==> src/rtl/dle_stuffed_command_framer_defines.svh <==
// ----------------------------------------------------------------------------
// dle_stuffed_command_framer_defines
// Assertion macros used by the framer RTL (dsf_back).
// ----------------------------------------------------------------------------
`ifndef DLE_STUFFED_COMMAND_FRAMER_DEFINES_SVH
`define DLE_STUFFED_COMMAND_FRAMER_DEFINES_SVH

// Same-cycle implication, checked out of reset.
`define DSF_ASSERT_NOW(label, clk, rst_n, ante, cons) \
    label: assert property (@(posedge clk) disable iff (!(rst_n)) (ante) |-> (cons)) \
        else $error("%m: check failed");

// Next-cycle implication, checked out of reset.
`define DSF_ASSERT_NEXT(label, clk, rst_n, ante, cons) \
    label: assert property (@(posedge clk) disable iff (!(rst_n)) (ante) |=> (cons)) \
        else $error("%m: check failed");

`endif

==> src/rtl/dsf_pkg.sv <==
// ----------------------------------------------------------------------------
// dsf_pkg
// Types, byte codes and register indexes of the DLE command framer.
// ----------------------------------------------------------------------------
package dsf_pkg;

    localparam int DSF_QDEPTH = 2;

    localparam logic [7:0] HEAD_BYTE    = 8'h02;
    localparam logic [7:0] ESCAPE_BYTE  = 8'h10;
    localparam logic [7:0] TRAILER_BYTE = 8'h03;

    // register index = paddr[2]
    localparam int         PADDR_W       = 3;
    localparam logic       REG_ADDR_HIGH = 1'b0;
    localparam logic       REG_ADDR_LOW  = 1'b1;

    typedef struct packed {
        logic [7:0] payload_byte;
        logic       payload_last;
    } t_in_beat;

    typedef struct packed {
        logic [7:0] frame_byte;
        logic       run_last;
        logic       frame_end;
    } t_out_beat;

    // one classified payload byte, queued between front and back
    typedef struct packed {
        logic       open_frame;
        logic       escape;
        logic       last;
        logic [7:0] addr_high;
        logic [7:0] addr_low;
        logic [7:0] data;
        logic [7:0] sum;
    } t_cmd;

    function automatic logic needs_escape(input logic [7:0] b);
        needs_escape = (b == HEAD_BYTE) || (b == ESCAPE_BYTE) || (b == TRAILER_BYTE);
    endfunction

endpackage

==> src/rtl/dsf_front.sv <==
// ----------------------------------------------------------------------------
// dsf_front
// Accepts payload beats, tracks frame state and checksum, classifies bytes.
// ----------------------------------------------------------------------------
module dsf_front import dsf_pkg::*; (
    input  logic       i_clk,
    input  logic       i_rst_n,
    input  logic       i_valid,
    input  t_in_beat   i_in_beat,
    input  logic [7:0] i_addr_high,
    input  logic [7:0] i_addr_low,
    input  logic       i_q_full,
    output logic       o_stall,
    output logic       o_push,
    output t_cmd       o_cmd
);

    logic       r_inside;
    logic       n_inside;
    logic [7:0] r_sum;
    logic [7:0] n_sum;
    logic [7:0] sum_now;

    assign o_stall = i_q_full;
    assign o_push  = i_valid && !i_q_full;
    assign sum_now = r_sum + i_in_beat.payload_byte;

    always_comb begin
        o_cmd.open_frame = !r_inside;
        o_cmd.escape     = needs_escape(i_in_beat.payload_byte);
        o_cmd.last       = i_in_beat.payload_last;
        o_cmd.addr_high  = i_addr_high;
        o_cmd.addr_low   = i_addr_low;
        o_cmd.data       = i_in_beat.payload_byte;
        o_cmd.sum        = sum_now;
    end

    always_comb begin
        n_inside = r_inside;
        n_sum    = r_sum;
        if (o_push) begin
            n_inside = !i_in_beat.payload_last;
            n_sum    = i_in_beat.payload_last ? 8'h00 : sum_now;
        end
    end

    always_ff @(posedge i_clk) begin
        if (!i_rst_n) begin
            r_inside <= 1'b0;
            r_sum    <= 8'h00;
        end else begin
            r_inside <= n_inside;
            r_sum    <= n_sum;
        end
    end

endmodule

==> src/rtl/dsf_queue.sv <==
// ----------------------------------------------------------------------------
// dsf_queue
// Short FIFO of classified bytes between front and back.
// ----------------------------------------------------------------------------
module dsf_queue import dsf_pkg::*; #(
    parameter int DEPTH = DSF_QDEPTH
) (
    input  logic i_clk,
    input  logic i_rst_n,
    input  logic i_push,
    input  t_cmd i_cmd,
    input  logic i_pop,
    output logic o_full,
    output logic o_valid,
    output t_cmd o_cmd
);

    localparam int PTR_W = (DEPTH > 1) ? $clog2(DEPTH) : 1;
    localparam int CNT_W = $clog2(DEPTH + 1);

    t_cmd             r_mem [DEPTH];
    logic [PTR_W-1:0] r_wr_ptr;
    logic [PTR_W-1:0] r_rd_ptr;
    logic [CNT_W-1:0] r_count;

    assign o_full  = (r_count == CNT_W'(DEPTH));
    assign o_valid = (r_count != '0);
    assign o_cmd   = r_mem[r_rd_ptr];

    function automatic logic [PTR_W-1:0] ptr_inc(input logic [PTR_W-1:0] p);
        ptr_inc = (p == PTR_W'(DEPTH - 1)) ? '0 : p + 1'b1;
    endfunction

    always_ff @(posedge i_clk) begin
        if (i_push) begin
            r_mem[r_wr_ptr] <= i_cmd;
        end
    end

    always_ff @(posedge i_clk) begin
        if (!i_rst_n) begin
            r_wr_ptr <= '0;
            r_rd_ptr <= '0;
            r_count  <= '0;
        end else begin
            if (i_push) begin
                r_wr_ptr <= ptr_inc(r_wr_ptr);
            end
            if (i_pop) begin
                r_rd_ptr <= ptr_inc(r_rd_ptr);
            end
            if (i_push && !i_pop) begin
                r_count <= r_count + 1'b1;
            end else if (i_pop && !i_push) begin
                r_count <= r_count - 1'b1;
            end
        end
    end

endmodule

==> src/rtl/dsf_back.sv <==
// ----------------------------------------------------------------------------
// dsf_back
// Walks each queued byte through its frame steps into the output register.
// ----------------------------------------------------------------------------
`include "dle_stuffed_command_framer_defines.svh"

module dsf_back import dsf_pkg::*; (
    input  logic      i_clk,
    input  logic      i_rst_n,
    input  logic      i_cmd_valid,
    input  t_cmd      i_cmd,
    output logic      o_pop,
    output logic      o_valid,
    output t_out_beat o_out_beat,
    input  logic      i_stall
);

    localparam logic [2:0] ST_HEAD  = 3'd0;
    localparam logic [2:0] ST_AHIGH = 3'd1;
    localparam logic [2:0] ST_ALOW  = 3'd2;
    localparam logic [2:0] ST_ESC   = 3'd3;
    localparam logic [2:0] ST_DATA  = 3'd4;
    localparam logic [2:0] ST_SUM   = 3'd5;
    localparam logic [2:0] ST_TRAIL = 3'd6;

    logic       r_mid;
    logic [2:0] r_step;
    logic       r_out_valid;
    t_out_beat  r_out;

    logic       load;
    logic       done;
    logic [2:0] step_now;
    logic [2:0] step_next;
    t_out_beat  beat;

    assign load = i_cmd_valid && (!r_out_valid || !i_stall);

    always_comb begin
        if (r_mid) begin
            step_now = r_step;
        end else if (i_cmd.open_frame) begin
            step_now = ST_HEAD;
        end else if (i_cmd.escape) begin
            step_now = ST_ESC;
        end else begin
            step_now = ST_DATA;
        end
    end

    always_comb begin
        beat.frame_byte = 8'h00;
        beat.frame_end  = 1'b0;
        done            = 1'b0;
        step_next       = ST_DATA;
        case (step_now)
            ST_HEAD: begin
                beat.frame_byte = HEAD_BYTE;
                step_next       = ST_AHIGH;
            end
            ST_AHIGH: begin
                beat.frame_byte = i_cmd.addr_high;
                step_next       = ST_ALOW;
            end
            ST_ALOW: begin
                beat.frame_byte = i_cmd.addr_low;
                step_next       = i_cmd.escape ? ST_ESC : ST_DATA;
            end
            ST_ESC: begin
                beat.frame_byte = ESCAPE_BYTE;
                step_next       = ST_DATA;
            end
            ST_DATA: begin
                beat.frame_byte = i_cmd.data;
                done            = !i_cmd.last;
                step_next       = ST_SUM;
            end
            ST_SUM: begin
                beat.frame_byte = i_cmd.sum;   // checksum goes out unescaped
                step_next       = ST_TRAIL;
            end
            ST_TRAIL: begin
                beat.frame_byte = TRAILER_BYTE;
                beat.frame_end  = 1'b1;
                done            = 1'b1;
            end
            default: begin
                done = 1'b1;
            end
        endcase
        beat.run_last = done;
    end

    assign o_pop      = load && done;
    assign o_valid    = r_out_valid;
    assign o_out_beat = r_out;

    always_ff @(posedge i_clk) begin
        if (load) begin
            r_out <= beat;
        end
    end

    always_ff @(posedge i_clk) begin
        if (!i_rst_n) begin
            r_mid       <= 1'b0;
            r_step      <= ST_HEAD;
            r_out_valid <= 1'b0;
        end else begin
            if (load) begin
                r_mid  <= !done;
                r_step <= step_next;
            end
            if (load) begin
                r_out_valid <= 1'b1;
            end else if (!i_stall) begin
                r_out_valid <= 1'b0;
            end
        end
    end

    `DSF_ASSERT_NOW(a_mid_has_cmd, i_clk, i_rst_n, r_mid, i_cmd_valid)
    `DSF_ASSERT_NOW(a_end_is_trailer, i_clk, i_rst_n, r_out_valid && r_out.frame_end,
        r_out.run_last && (r_out.frame_byte == TRAILER_BYTE))
    `DSF_ASSERT_NEXT(a_trailer_closes, i_clk, i_rst_n, load && (step_now == ST_TRAIL),
        !r_mid && o_valid && o_out_beat.frame_end)

endmodule

==> src/rtl/dle_stuffed_command_framer.sv <==
// ----------------------------------------------------------------------------
// dle_stuffed_command_framer
// DLE byte-stuffing command framer with an 8-bit additive checksum.
// ----------------------------------------------------------------------------
// Usage:
//   Input channel: one payload byte per beat (i_valid / o_stall), with
//   payload_last on the final byte of a command. Output channel: one frame
//   byte per beat (o_valid / i_stall). The first byte of a command opens a
//   frame: head 0x02, address high, address low. Bytes equal to 0x02, 0x10
//   or 0x03 get a 0x10 escape in front. After the last byte the running
//   sum and the 0x03 trailer follow; frame_end marks the trailer and
//   run_last marks the final output beat caused by each input beat.
//   An accepted input beat is written into the queue at the accepting edge;
//   its output beats then load from the queue head into the output register,
//   and o_valid rises once the first is loaded. While i_stall is low the
//   output takes one beat per cycle; an input makes one output beat (plain),
//   two (escaped), up to seven (single-byte frame), and its queue entry is
//   popped as its last beat loads. A queue of QDEPTH entries (two by default)
//   between the classifier and the sequencer lets input beats be taken while
//   earlier bytes are still being sent or stalled. When i_stall is high the
//   output beat holds; once the queue fills, o_stall rises. Reset clears
//   frame state, checksum, queue and output valid; address registers reset
//   to 0 and are written over APB at byte addresses 0 (high) and 4 (low).
//   The user must write them only while idle; the block does not enforce it.
// ----------------------------------------------------------------------------
module dle_stuffed_command_framer import dsf_pkg::*; #(
    parameter int QDEPTH = DSF_QDEPTH
) (
    input  logic               i_clk,
    input  logic               i_rst_n,
    // payload input
    input  logic               i_valid,
    input  t_in_beat           i_in_beat,
    output logic               o_stall,
    // frame output
    output logic               o_valid,
    output t_out_beat          o_out_beat,
    input  logic               i_stall,
    // configuration
    input  logic               psel,
    input  logic               penable,
    input  logic               pwrite,
    input  logic [PADDR_W-1:0] paddr,
    input  logic [31:0]        pwdata,
    output logic [31:0]        prdata,
    output logic               pready
);

    logic [7:0] r_addr_high;
    logic [7:0] r_addr_low;
    logic       cfg_write;
    logic       reg_sel;

    logic       q_full;
    logic       q_push;
    t_cmd       q_in;
    logic       q_valid;
    t_cmd       q_out;
    logic       q_pop;

    // register file; index is the word address bit
    assign pready    = 1'b1;
    assign reg_sel   = paddr[2];
    assign cfg_write = psel && penable && pwrite && pready;
    assign prdata    = (reg_sel == REG_ADDR_HIGH) ? {24'h0, r_addr_high} : {24'h0, r_addr_low};

    always_ff @(posedge i_clk) begin
        if (!i_rst_n) begin
            r_addr_high <= 8'h00;
            r_addr_low  <= 8'h00;
        end else if (cfg_write) begin
            if (reg_sel == REG_ADDR_HIGH) begin
                r_addr_high <= pwdata[7:0];
            end else begin
                r_addr_low <= pwdata[7:0];
            end
        end
    end

    // front: accept, classify, checksum
    dsf_front u_front (
        .i_clk       (i_clk),
        .i_rst_n     (i_rst_n),
        .i_valid     (i_valid),
        .i_in_beat   (i_in_beat),
        .i_addr_high (r_addr_high),
        .i_addr_low  (r_addr_low),
        .i_q_full    (q_full),
        .o_stall     (o_stall),
        .o_push      (q_push),
        .o_cmd       (q_in)
    );

    // decoupling queue
    dsf_queue #(
        .DEPTH (QDEPTH)
    ) u_queue (
        .i_clk   (i_clk),
        .i_rst_n (i_rst_n),
        .i_push  (q_push),
        .i_cmd   (q_in),
        .i_pop   (q_pop),
        .o_full  (q_full),
        .o_valid (q_valid),
        .o_cmd   (q_out)
    );

    // back: byte sequencer and output register
    dsf_back u_back (
        .i_clk       (i_clk),
        .i_rst_n     (i_rst_n),
        .i_cmd_valid (q_valid),
        .i_cmd       (q_out),
        .o_pop       (q_pop),
        .o_valid     (o_valid),
        .o_out_beat  (o_out_beat),
        .i_stall     (i_stall)
    );

endmodule
==> config.mk <==
export PLATFORM = sky130hd
export DESIGN_NAME = dle_stuffed_command_framer
export DESIGN_NICKNAME = d
export VERILOG_FILES = /design/src/rtl/dsf_pkg.sv /design/src/rtl/dsf_front.sv /design/src/rtl/dsf_queue.sv /design/src/rtl/dsf_back.sv /design/src/rtl/dle_stuffed_command_framer.sv
export VERILOG_INCLUDE_DIRS = /design/src /design/src/rtl
export SDC_FILE = /design/constraint.sdc
export NUM_CORES = 1
export LEC_CHECK = 0
export ABC_CLOCK_PERIOD_IN_PS = 4850
export BUFFER_PORTS_ARGS = -buffer_cell sky130_fd_sc_hd__buf_4
export CORE_MARGIN = 5
export CORE_UTILIZATION = 47
export CTS_BUF_LIST = sky130_fd_sc_hd__clkbuf_2 sky130_fd_sc_hd__clkbuf_4 sky130_fd_sc_hd__clkbuf_8
export CTS_CLUSTER_DIAMETER = 120
export CTS_CLUSTER_SIZE = 14
export DETAILED_ROUTE_END_ITERATION = 8
export GPL_TIMING_DRIVEN = 0
export MAX_ROUTING_LAYER = met4
export PLACE_DENSITY_LB_ADDON = 0.12
export SYNTH_ARGS = -nofsm -noshare
export SYNTH_HDL_FRONTEND = slang
export SYNTH_SLANG_ARGS = --single-unit
==> constraint.sdc <==
create_clock -name i_clk -period 4.85 [get_ports i_clk]
set_input_delay 0.2425 -clock i_clk [delete_from_list [all_inputs] [get_ports i_clk]]
set_output_delay 0.2425 -clock i_clk [all_outputs]
set_load 0.1 [all_outputs]
==> impl_metrics.json <==
{
  "cellPowerDensity_nw_per_um2": 587.0,
  "status": "finished clean",
  "numCtsBuffers": 17,
  "io_buffers": 44,
  "drt_iter0_drc": 199,
  "max_cap_viol_count": 0,
  "synth_top_area_share_pct": 47.52,
  "ys_types": 53,
  "yosysWarnings": 0,
  "synth.area.top_cells": "edfxtp_1, dfxtp_1, mux2i_1",
  "slew_viol_final": 0,
  "endpoint_kind": "register",
  "die_h_um": 113.7,
  "dieArea_um2": 12930,
  "antenna_found_initial": 0,
  "wire_per_inst_um": 17.13,
  "grt_max_degree": 27,
  "max_freq_mhz": 400.0,
  "worst_setup_path_start_kind": "register",
  "required_ns": 5.20,
  "timing.rr.end": "u_queue.r_count[1]",
  "htreeDepth": 4,
  "hold_start": "i_in_beat[1]",
  "nets": 559,
  "drive_gt1_share_pct": 23.24,
  "p_leak_nw": 2.385,
  "holdPathEnd": "u_queue.r_mem[0][8]",
  "tightest_slew_ns": 0.8749,
  "syn2layout_area_growth_pct": 22.28,
  "period_share_pct": 51.54,
  "grt_pass1_vias": 3370,
  "rsz0062_at_grt": "false",
  "core-area_um2": 10420,
  "place_congestion": 0.8697,
  "drc": 0,
  "hp-class": "in2reg",
  "setup_viol": 0,
  "drt_pre_antenna_iters": 5,
  "grt_usage_pct": 18.61,
  "synth_commonest_cells": "edfxtp_1, nand2_1, dfxtp_1",
  "start_util_pct": 48.53,
  "finalClockSkew_ns": 0.01016,
  "r2r-start": "u_queue.r_mem[0][34]",
  "setup_tns_ns": 0,
  "hold_path_depth": 1,
  "n_antenna_cell": 0,
  "rows": 37,
  "cp.arrival_ns": 2.85,
  "route.antenna.remaining_nets": 0,
  "r2r_cells": 7,
  "synth_flop_cell": "edfxtp_1",
  "syn_area_um2": 5055,
  "cts_tree": "done",
  "slew_headroom_pct": 41.67,
  "die_w_um": 113.7,
  "cts.clk_slew.worst_paths_ns": 0.07,
  "synth_seq_cells": 115,
  "rrSetupSlack_ns": 2.35,
  "vias_per_cell": 5.250,
  "ys_seq_area_share_pct": 61.39,
  "dp_hpwl_mm": 7.639,
  "wl_mm": 11.10,
  "cp_max_fo": 4,
  "final_util_pct": 59.34,
  "ir_drop_mv": 0.4101,
  "cts-resized-gates": 0,
  "grt_pass1_wl_mm": 17.55,
  "cts_root_buf": "clkbuf_8",
  "synth_top_cell_by_area": "edfxtp_1",
  "syn_inst": 409,
  "gr-total-overflow": 0,
  "vias": 3402,
  "hold_violations": 0,
  "yosysMostFrequentCell": "edfxtp_1",
  "clock_latency_ns": 0.43,
  "worstSetupPathType": "reg2reg",
  "syn_avg_cell_area_um2": 12.36,
  "synth_edf_count": 80,
  "clk_path_buf_depth": 2,
  "async_flop_share_pct": 0,
  "clkSinkCount": 115,
  "boundaryPins": 96,
  "fin_crit_ns": 2.500
}
## where the power goes
group | total, mW | switching [mW] | leakage [nW] | internal [mW]
registers | 1.36 | 0.0695 | 1.04 | 1.29
logic | 1.26 | 0.925 | 1.11 | 0.333
clock network | 1.01 | 0.393 | 0.228 | 0.617
total | 3.63 | 1.39 | 2.38 | 2.24
## placed cells by master, fill, tap and decap left out, types with 5 or more instances in the layout
master / instances
a21o_1: 5
a21oi_1: 30
buf_4: 69
clkbuf_1: 8
clkbuf_8: 21
conb_1: 25
dfxtp_1: 35
edfxtp_1: 80
ha_1: 8
inv_1: 11
mux2_2: 8
mux2i_1: 32
nand2_1: 44
nor2_1: 20
nor2b_1: 6
nor3_1: 5
o21ai_0: 5
o21ai_1: 6
o221ai_1: 7
o22a_1: 6
xnor2_1: 6
## worst max-delay path by stage
stage	from	to	slack [ns]	depth (start not counted)
floorplan	u_queue.r_count[0]	u_queue.r_mem[0][0]	2.10	4
global placement	u_queue.r_count[0]	u_queue.r_mem[0][30]	1.01	4
detailed placement	register	u_queue.r_count[1]	2.38	8
CTS	u_queue.r_mem[0][34]	u_queue.r_count[1]	2.36	7
global route	register	u_queue.r_count[1]	2.19	8
finish	u_queue.r_mem[0][34]	u_queue.r_count[1]	2.35	7
## worst max-delay path, cell delays in order (launching register included)
cell,delay [ns]
edfxtp_1,0.38
or3b_1,0.39
a21o_1,0.26
a2111oi_4,0.47
inv_1,0.10
ha_1,0.32
or3_1,0.37
a21oi_1,0.14
## cells by family (layout without fill, tap and decap cells)
| kind of cell | after synthesis | count (layout) | synth area share, % |
|---|---|---|---|
| XOR/XNOR | 9 | 9 | 1.559 |
| flip-flops | 115 | 115 | 61.39 |
| other | 2 | 25 | 0.1486 |
| AND/OR/NAND/NOR | 103 | 103 | 9.703 |
| adder cells (fa/ha/maj) | 9 | 9 | 2.376 |
| multiplexers | 40 | 40 | 8.119 |
| AO/OA/AOI/OAI | 82 | 82 | 11.11 |
| buffers and inverters | 49 | 129 | 5.594 |
## routing by layer
metal  vias up  global-route usage [%]  routed length (um)
met5         -                       -                   0
met4         0                   6.891                 109
met3        10                   4.350                 615
met2       114                   29.60                5494
met1      1626                   23.26                4878
li1       1652                       -                   -
## cell type report
cell class	count	area, um2
plain buffers	38	241.5
clock buffers	21	289.0
clock inverters	11	175.2
fillers	853	4235
inverters	11	41.29
multi-input cells	268	1770
flip-flops and latches	115	3103
well taps	136	170.2
repair buffers	48	390.4
## metrics by stage
| stage | instance area, um2 | power [mW] | hold WS, ns | worst slack (ns) | instances |
|---|---|---|---|---|---|
| after global routing | 6181 | 3.797 | 0.003820 | 2.192 | 648 |
| final | 6181 | 3.628 | 0.03802 | 2.350 | 648 |
| after global placement | 5642 | 2.610 | 0.4446 | 1.007 | 612 |
| after detailed placement | 5697 | 2.640 | 0.4509 | 2.376 | 614 |
| after CTS | 6171 | 3.649 | 0.002458 | 2.362 | 647 |
| after floorplan | 5141 | 2.337 | 0.3414 | 2.104 | 432 |
## state kept, by name, indices dropped and copies added, names as in the netlist, named ones only
register and cells:
u_back.r_step 3, u_queue.r_count 2, r_addr_high 8, u_back.o_valid 1, u_queue.r_wr_ptr 1, u_queue.r_mem 70, u_back.r_mid 1, r_addr_low 8
u_front.r_inside 1, u_back.o_out_beat 10, u_queue.r_rd_ptr 1, u_front.r_sum 8
## timing repair
action,in CTS,in global routing
buffers inserted,0,0
hold endpoints to repair,2,2
hold buffers,1,1
No activity file was read; power rests on OpenSTA's default activity.
